$ cat src/rtl/core/srm_pkg.sv
// Shared constants and types for the smoothed rate meter.
package srm_pkg;

	localparam int COUNT_W        = 32;
	localparam int TIME_W         = 48;
	localparam int RATE_W         = 48;
	localparam int RATE_FRAC_BITS = 16;
	localparam int GAIN_W         = 17;
	localparam int GAIN_FRAC      = 16;

	localparam logic [GAIN_W-1:0] GAIN_ONE = GAIN_W'(1 << GAIN_FRAC);
	localparam logic [RATE_W-1:0] RATE_MAX = {RATE_W{1'b1}};

	// Shared multiplier: wide operand times narrow operand.
	localparam int MUL_A_W = RATE_W;
	localparam int MUL_B_W = 20;
	localparam int PROD_W  = MUL_A_W + MUL_B_W;
	localparam logic [MUL_B_W-1:0] US_PER_S = MUL_B_W'(1000000);

	// dv * 1e6 stays below 2^52; scaled by the fraction bits it is the dividend.
	localparam int SCALED_W   = COUNT_W + MUL_B_W;
	localparam int DIV_NUM_W  = SCALED_W + RATE_FRAC_BITS;
	localparam int NUM_HI_W   = DIV_NUM_W - RATE_W;
	localparam int DIV_STEPS  = RATE_W;
	localparam int DIV_CNT_W  = $clog2(DIV_STEPS);

	typedef struct packed {
		logic              done;
		logic              ovf;
		logic [RATE_W-1:0] quot;
	} div_stat_t;

endpackage

$ cat src/rtl/core/srm_mul.sv
// Shared registered multiplier for the rate scaling and blend step.
module srm_mul (
	input  logic                       clk,
	input  logic [srm_pkg::MUL_A_W-1:0] a,
	input  logic [srm_pkg::MUL_B_W-1:0] b,
	output logic [srm_pkg::PROD_W-1:0]  prod
);
	import srm_pkg::*;

	logic [PROD_W-1:0] prod_q;

	always_ff @(posedge clk) begin
		prod_q <= PROD_W'(a) * PROD_W'(b);
	end

	assign prod = prod_q;

endmodule

$ cat src/rtl/core/srm_div.sv
// Restoring divider, one quotient bit per cycle, with overflow detect.
module srm_div (
	input  logic                         clk,
	input  logic                         arst_n,
	input  logic                         start,
	input  logic [srm_pkg::DIV_NUM_W-1:0] num,
	input  logic [srm_pkg::RATE_W-1:0]    den,
	output srm_pkg::div_stat_t            stat
);
	import srm_pkg::*;

	logic                 busy_q;
	logic                 done_q;
	logic [DIV_CNT_W-1:0] cnt_q;
	logic                 ovf_q;
	logic [RATE_W-1:0]    rem_q;
	logic [RATE_W-1:0]    quo_q;

	logic                 ovf_now;
	logic [RATE_W:0]      trial;
	logic [RATE_W:0]      diff;
	logic                 q_bit;

	// quotient would not fit in RATE_W bits
	assign ovf_now = {{(RATE_W-NUM_HI_W){1'b0}}, num[DIV_NUM_W-1:RATE_W]} >= den;
	assign trial   = {rem_q, quo_q[RATE_W-1]};
	assign diff    = trial - {1'b0, den};
	assign q_bit   = ~diff[RATE_W];

	always_ff @(posedge clk or negedge arst_n) begin
		if (!arst_n) begin
			busy_q <= 1'b0;
			done_q <= 1'b0;
			cnt_q  <= '0;
		end else begin
			done_q <= 1'b0;
			if (start) begin
				cnt_q <= '0;
				if (ovf_now) begin
					done_q <= 1'b1;
				end else begin
					busy_q <= 1'b1;
				end
			end else if (busy_q) begin
				cnt_q <= cnt_q + 1'b1;
				if (cnt_q == DIV_CNT_W'(DIV_STEPS - 1)) begin
					busy_q <= 1'b0;
					done_q <= 1'b1;
				end
			end
		end
	end

	// dividend bits shift out of quo_q as quotient bits shift in
	always_ff @(posedge clk) begin
		if (start) begin
			rem_q <= {{(RATE_W-NUM_HI_W){1'b0}}, num[DIV_NUM_W-1:RATE_W]};
			quo_q <= num[RATE_W-1:0];
			ovf_q <= ovf_now;
		end else if (busy_q) begin
			rem_q <= q_bit ? diff[RATE_W-1:0] : trial[RATE_W-1:0];
			quo_q <= {quo_q[RATE_W-2:0], q_bit};
		end
	end

	assign stat.done = done_q;
	assign stat.ovf  = ovf_q;
	assign stat.quot = quo_q;

`ifndef SYNTH
	a_no_restart: assert property (@(posedge clk) disable iff (!arst_n)
		start |-> !busy_q)
		else $error("divider started while busy");
	a_done_idle: assert property (@(posedge clk) disable iff (!arst_n)
		done_q |-> !busy_q)
		else $error("divider done while still busy");
	a_run_holds: assert property (@(posedge clk) disable iff (!arst_n)
		(busy_q && cnt_q != DIV_CNT_W'(DIV_STEPS - 1)) |=> busy_q)
		else $error("divider run ended early");
`endif

endmodule

$ cat src/rtl/core/smoothed_rate_meter.sv
// Smoothed counter rate meter: one sample in, one rate result out per transfer.
// Path: a first, stale or dropping sample goes from ST_CHECK straight to ST_DONE; a rate
// update passes ST_DIVLD, ST_DIVW (48-step divider), ST_DIFF, ST_SCALE and ST_ADD; the
// divider finishes at once when the quotient saturates. The result waits in ST_DONE while stalled.
// Input ready again once the result is registered, so only one sample is in flight at a time.
// Reset: asynchronous, clears history, rate and gain (gain returns to 1.0).
module smoothed_rate_meter (
	input  logic                          clk,
	input  logic                          arst_n,
	input  logic                          cfg_we,
	input  logic [srm_pkg::GAIN_W-1:0]    cfg_wdata,  // filter_gain
	input  logic                          s_tvalid,
	output logic                          s_tready,
	input  logic [79:0]                   s_tdata,    // [31:0] count_value, [79:32] sample_time_us
	output logic                          m_tvalid,
	input  logic                          m_tready,
	output logic [srm_pkg::RATE_W-1:0]    m_tdata,    // [47:0] rate_estimate
	output logic [1:0]                    m_tuser     // [0] sample_taken, [1] rate_saturated
);
	import srm_pkg::*;

	typedef enum logic [7:0] {
		ST_IDLE  = 8'b0000_0001,
		ST_CHECK = 8'b0000_0010,
		ST_DIVLD = 8'b0000_0100,
		ST_DIVW  = 8'b0000_1000,
		ST_DIFF  = 8'b0001_0000,
		ST_SCALE = 8'b0010_0000,
		ST_ADD   = 8'b0100_0000,
		ST_DONE  = 8'b1000_0000
	} state_t;

	state_t state_q;

	logic [GAIN_W-1:0]  gain_q;
	logic               have_prev_q;
	logic [TIME_W-1:0]  prev_time_q;
	logic [COUNT_W-1:0] prev_value_q;
	logic [RATE_W-1:0]  smoothed_q;

	logic [COUNT_W-1:0] cur_q;
	logic [TIME_W-1:0]  now_q;
	logic [RATE_W-1:0]  dt_q;
	logic [RATE_W-1:0]  inst_q;
	logic               sat_q;
	logic               ge_q;
	logic [RATE_W-1:0]  diff_q;

	logic [RATE_W-1:0]  res_rate_q;
	logic               res_taken_q;
	logic               res_sat_q;

	logic               m_tvalid_q;
	logic [RATE_W-1:0]  m_rate_q;
	logic [1:0]         m_flags_q;

	logic [COUNT_W:0]   dv;
	logic [GAIN_W-1:0]  gain_eff;
	logic [MUL_A_W-1:0] mul_a;
	logic [MUL_B_W-1:0] mul_b;
	logic [PROD_W-1:0]  prod;
	logic               div_start;
	logic [DIV_NUM_W-1:0] div_num;
	div_stat_t          div_st;
	logic [RATE_W-1:0]  step;
	logic [RATE_W-1:0]  rate_new;
	logic               in_xfer;
	logic               out_free;

	assign in_xfer  = s_tvalid && s_tready;
	assign out_free = !m_tvalid_q || m_tready;
	assign s_tready = (state_q == ST_IDLE);

	assign dv       = {cur_q[COUNT_W-1], cur_q} - {prev_value_q[COUNT_W-1], prev_value_q};
	assign gain_eff = (gain_q > GAIN_ONE) ? GAIN_ONE : gain_q;

	// multiplier serves the scaling by 1e6 first, the gain step later
	always_comb begin
		if (state_q == ST_CHECK) begin
			mul_a = {{(MUL_A_W-COUNT_W){1'b0}}, dv[COUNT_W-1:0]};
			mul_b = US_PER_S;
		end else begin
			mul_a = diff_q;
			mul_b = {{(MUL_B_W-GAIN_W){1'b0}}, gain_eff};
		end
	end

	srm_mul u_mul (
		.clk  (clk),
		.a    (mul_a),
		.b    (mul_b),
		.prod (prod)
	);

	assign div_start = (state_q == ST_DIVLD);
	assign div_num   = {prod[SCALED_W-1:0], {RATE_FRAC_BITS{1'b0}}};

	srm_div u_div (
		.clk    (clk),
		.arst_n (arst_n),
		.start  (div_start),
		.num    (div_num),
		.den    (dt_q),
		.stat   (div_st)
	);

	assign step     = prod[GAIN_FRAC +: RATE_W];
	assign rate_new = ge_q ? (smoothed_q + step) : (smoothed_q - step);

	always_ff @(posedge clk or negedge arst_n) begin
		if (!arst_n) begin
			gain_q <= GAIN_ONE;
		end else if (cfg_we) begin
			gain_q <= cfg_wdata;
		end
	end

	always_ff @(posedge clk or negedge arst_n) begin
		if (!arst_n) begin
			state_q      <= ST_IDLE;
			have_prev_q  <= 1'b0;
			prev_time_q  <= '0;
			prev_value_q <= '0;
			smoothed_q   <= '0;
			m_tvalid_q   <= 1'b0;
		end else begin
			if (state_q == ST_DONE && out_free) begin
				m_tvalid_q <= 1'b1;
			end else if (m_tready) begin
				m_tvalid_q <= 1'b0;
			end
			unique case (state_q)
				ST_IDLE: begin
					if (in_xfer) begin
						state_q <= ST_CHECK;
					end
				end
				ST_CHECK: begin
					priority if (have_prev_q && now_q <= prev_time_q) begin
						state_q <= ST_DONE;
					end else if (!have_prev_q || dv[COUNT_W]) begin
						// first sample or counter drop: restart from zero rate
						have_prev_q  <= 1'b1;
						prev_time_q  <= now_q;
						prev_value_q <= cur_q;
						smoothed_q   <= '0;
						state_q      <= ST_DONE;
					end else begin
						state_q <= ST_DIVLD;
					end
				end
				ST_DIVLD: state_q <= ST_DIVW;
				ST_DIVW: begin
					if (div_st.done) begin
						state_q <= ST_DIFF;
					end
				end
				ST_DIFF:  state_q <= ST_SCALE;
				ST_SCALE: state_q <= ST_ADD;
				ST_ADD: begin
					prev_time_q  <= now_q;
					prev_value_q <= cur_q;
					smoothed_q   <= rate_new;
					state_q      <= ST_DONE;
				end
				ST_DONE: begin
					if (out_free) begin
						state_q <= ST_IDLE;
					end
				end
				default: state_q <= ST_IDLE;
			endcase
		end
	end

	always_ff @(posedge clk) begin
		if (in_xfer) begin
			cur_q <= s_tdata[COUNT_W-1:0];
			now_q <= s_tdata[COUNT_W +: TIME_W];
		end
		if (state_q == ST_CHECK) begin
			dt_q <= now_q - prev_time_q;
			if (have_prev_q && now_q <= prev_time_q) begin
				res_rate_q  <= smoothed_q;
				res_taken_q <= 1'b0;
				res_sat_q   <= 1'b0;
			end else begin
				// zero rate for a first sample or a drop; a rate update overwrites it
				res_rate_q  <= '0;
				res_taken_q <= 1'b1;
				res_sat_q   <= 1'b0;
			end
		end
		if (state_q == ST_DIVW && div_st.done) begin
			inst_q <= div_st.ovf ? RATE_MAX : div_st.quot;
			sat_q  <= div_st.ovf;
		end
		if (state_q == ST_DIFF) begin
			ge_q   <= inst_q >= smoothed_q;
			diff_q <= (inst_q >= smoothed_q) ? (inst_q - smoothed_q) : (smoothed_q - inst_q);
		end
		if (state_q == ST_ADD) begin
			res_rate_q  <= rate_new;
			res_taken_q <= 1'b1;
			res_sat_q   <= sat_q || (rate_new == RATE_MAX);
		end
		if (state_q == ST_DONE && out_free) begin
			m_rate_q  <= res_rate_q;
			m_flags_q <= {res_sat_q, res_taken_q};
		end
	end

	assign m_tvalid = m_tvalid_q;
	assign m_tdata  = m_rate_q;
	assign m_tuser  = m_flags_q;

`ifndef SYNTH
	a_sat_taken: assert property (@(posedge clk) disable iff (!arst_n)
		(m_tvalid && m_tuser[1]) |-> m_tuser[0])
		else $error("saturation flagged on an ignored sample");
	a_done_wait: assert property (@(posedge clk) disable iff (!arst_n)
		(state_q == ST_DONE && m_tvalid && !m_tready) |=> state_q == ST_DONE)
		else $error("result dropped while output stalled");
	a_history_kept: assert property (@(posedge clk) disable iff (!arst_n)
		have_prev_q |=> have_prev_q)
		else $error("sample history lost");
`endif

endmodule
$ cat config.mk
export PLATFORM = sky130hd
export DESIGN_NAME = smoothed_rate_meter
export DESIGN_NICKNAME = d
export VERILOG_FILES = /design/src/rtl/core/srm_pkg.sv /design/src/rtl/core/srm_mul.sv /design/src/rtl/core/srm_div.sv /design/src/rtl/core/smoothed_rate_meter.sv
export SDC_FILE = /design/constraint.sdc
export NUM_CORES = 2
export LEC_CHECK = 0
export BUFFER_PORTS_ARGS = -buffer_cell sky130_fd_sc_hd__buf_2
export CAP_MARGIN = 40
export CORE_MARGIN = 5
export CORE_UTILIZATION = 40
export DETAILED_ROUTE_END_ITERATION = 8
export PLACE_DENSITY_LB_ADDON = 0.1
export RECOVER_POWER = 50
export SLEW_MARGIN = 10
export SYNTH_ARGS = -nofsm -noshare
export SYNTH_HDL_FRONTEND = slang
export SYNTH_SLANG_ARGS = --single-unit
$ cat constraint.sdc
create_clock -name clk -period 9.2 [get_ports clk]
set_clock_uncertainty 0.15 [all_clocks]
set_input_delay 0.46 -clock clk [delete_from_list [all_inputs] [get_ports clk]]
set_output_delay 0.46 -clock clk [all_outputs]
set_load 0.1 [all_outputs]
==> results.cfg <==
[placement]
io_buffers = 153
gp_congestion = 0.947
dp_slack_ns = -0.542
dp_hpwl_um = 203000

[floorplan]
start_util = 0.401
core_sq_um = 171000
io_pins = 154
chipHeight_um = 425
rows = 152
die_w_um = 425
die_area_sq_um = 180000

[timing]
max_freq_ghz = 0.107
finalSetupViolCount = 2
setup_tns_ns = -0.203
fin_crit_sh = 1.02
max_slew.worst_pin.slew_ns = 4.83
fin_ws_ns = -0.146
rsz0062_at_grt = yes
min_period_ns = 9.35
maxSlewViolCount = 550
final-hold-violation-count = 0
max-slew-margin-rel = -2.22

[setup_path]
cp_common_cell = fa_1
critPathArrivalTime_ns = 9.77
end_kind = flop
reg2reg_from = prev_value_q[0]
cp.required_ns = 9.62
cp_max_fo = 3
reg2reg_slack_ns = -0.15
rr_worst_depth = 36
crit_slowest_cell = fa_1
crit_type = flop to flop
worst_setup_path_start_kind = flop
r2r_end = u_mul.prod[63]
max_stage_delay_ns = 0.57

[global_routing]
grt_pass1_vias = 58500
grtUsageTotal = 0.277
grt_first_pass_wirelength_um = 377000
antenna_found_initial = 7
grt_max_degree = 80
grt-ovfl-total = 0

[worst_hold_path]
min_from = m_tready
holdPathEnd = state_q[7]
worstHoldPathCells = 3
hp-class = input port to flop

[clocking]
cts_inserted_buffers = 78
clock-sinks = 650
htree_levels = 3
cts_tree = yes
cts_root_buf = clkbuf_16
clockBufferDepth = 3
clk_latency_ns = 0.69
clk_pin_slew_ns = 0.06

[detailed_routing]
wirelength_um = 249000
vias = 56000
post_drt_via_cell_ratio = 5.35
first_pass_iters = 6
wl_per_cell_um = 23.7
ant_nets = 0
drt-initial-drc-count = 4180
drc_errors = 0

[finish]
final_util = 0.469
drive_gt1_frac = 0.145
synthToLayoutAreaGrowth_pct = 16.9
num_antenna_cells = 0
fill_cells = 16700
final_nets = 9471

[synth]
synth_top_area_cell = fa_1
async_flop_share = 0.251
yosysMostFrequentCell = inv_1
synth_cell_types = 104
netlist_top_cells_area = fa_1 (24%), edfxtp_1 (17%), ha_1 (8.2%)
synth_common_cells = inv_1 (1213), nand2_1 (953), fa_1 (815), ha_1 (449), a21oi_1 (438)
netlist.area_leader.share = 0.237
syn_inst = 7495
syn_avg_cell_area_sq_um = 9.18
synth-seq-cells = 650
seq_area_frac_synth = 0.256
ys.flop_type = edfxtp_1
ys_warn_count = 0
netlist_area_sq_um = 68800
synth_edf_count = 378

[run]
drv_cap = 12

[outcome]
violations = max-capacitance violations, max-slew violations, negative setup slack
status = complete, but fails checks
[per-stage QoR]
stage	cell area [sq um]	std cells	hold slack [ns]
4_1_cts	80100	10500	0.145
2_1_floorplan	68900	7532	0.0144
6_report	80400	10500	0.196
3_5_place_dp	75600	10200	0.255
5_1_grt	80400	10500	0.196
3_3_place_gp	75500	10200	0.253
[how the worst max path moves through the flow]
stage | from | endpoint
CTS | prev_value_q[0] | u_mul.prod[63]
global placement | prev_value_q[1] | u_mul.prod[63]
detailed placement | cur_q[1] | u_mul.prod[62]
finish | prev_value_q[0] | u_mul.prod[63]
floorplan | prev_value_q[0] | u_mul.prod[63]
global route | cur_q[0] | u_mul.prod[63]
[critical path, delay by kind of cell (launching register included)]
kind	cells	cell delay [ns]
AO/OA/AOI/OAI	12	2.72
XOR/XNOR	2	0.26
adder cells (fa/ha/maj)	10	4.36
buffers and inverters	8	0.81
flip-flops	1	0.40
multiplexers	1	0.07
AND/OR/NAND/NOR	3	0.45
[flip-flops by register name (all words and copies together) (netlist names), 6 cells and up]
name,count
prev_time_q,48
m_tdata,48
inst_q,48
dt_q,48
u_div.rem_q,48
diff_q,48
gain_q,17
smoothed_q,48
state_q,8
u_div.cnt_q,6
now_q,48
u_mul.prod,64
res_rate_q,48
cur_q,32
u_div.quo_q,48
prev_value_q,32
[placed cells by master, fill, tap and decap left out, types with 36 or more instances in the layout]
| cell | count |
|---|---|
| fa_1 | 779 |
| clkbuf_16 | 78 |
| nand2b_1 | 45 |
| mux2_2 | 96 |
| dfxtp_1 | 109 |
| a21oi_1 | 407 |
| nand2_1 | 939 |
| and2_1 | 68 |
| xor2_1 | 137 |
| nor3_1 | 70 |
| o21bai_1 | 48 |
| nand3_1 | 99 |
| buf_2 | 93 |
| a21o_1 | 172 |
| ha_1 | 427 |
| o21ai_0 | 295 |
| buf_4 | 508 |
| nor2b_1 | 49 |
| fa_2 | 36 |
| o21a_1 | 40 |
| dlygate4sd3_1 | 99 |
| nor2_1 | 422 |
| mux2i_1 | 75 |
| conb_1 | 39 |
| clkbuf_1 | 104 |
| dfrtp_1 | 160 |
| a31oi_1 | 42 |
| edfxtp_1 | 378 |
| xnor2_1 | 166 |
| or2_2 | 70 |
| nand4_1 | 62 |
| and3_1 | 185 |
| inv_1 | 1182 |
[layer usage]
metal | part of all wire | vias up | global-route usage | wire length [um]
met2 | 0.45 | 1725 | 0.445 | 113000
met5 | 0.000048 | - | 0 | 12
met3 | 0.057 | 381 | 0.0367 | 14200
met1 | 0.44 | 28100 | 0.383 | 110000
met4 | 0.047 | 2 | 0.105 | 11600
li1 | - | 25800 | - | -
[area by class of cell]
type / count / area [sq um] / area share
clock inverter: 41 / 522 / 0.00649
clock buffer: 104 / 2130 / 0.0265
tap: 2310 / 2890 / 0.0359
multi-input combinational: 5337 / 46500 / 0.579
inverter: 1216 / 4570 / 0.0568
sequential: 650 / 17600 / 0.219
timing repair buffer: 822 / 6180 / 0.0768
[repair_timing]
action,4_1_cts,5_1_grt
hold buffers,99,0
endpoints found under the setup margin,24,28
resized for setup,159,117
pin swaps,118,132
setup buffers,27,15
endpoints found under the hold margin,172,0
[cells by family after synthesis]
| group | count (synthesis) | share of synthesized area |
|---|---|---|
| simple gates | 2166 | 0.145 |
| buf+inv | 1545 | 0.0856 |
| compound gates | 1377 | 0.127 |
| fa+ha+maj | 1268 | 0.319 |
| flops | 650 | 0.256 |
| xor+xnor | 312 | 0.0399 |
| mux | 175 | 0.0273 |
| other cells | 2 | 0.000109 |
Power is left out: the tool's default activity adds up to more than one toggle a clock period on the data nets, which glitch-free logic cannot reach.
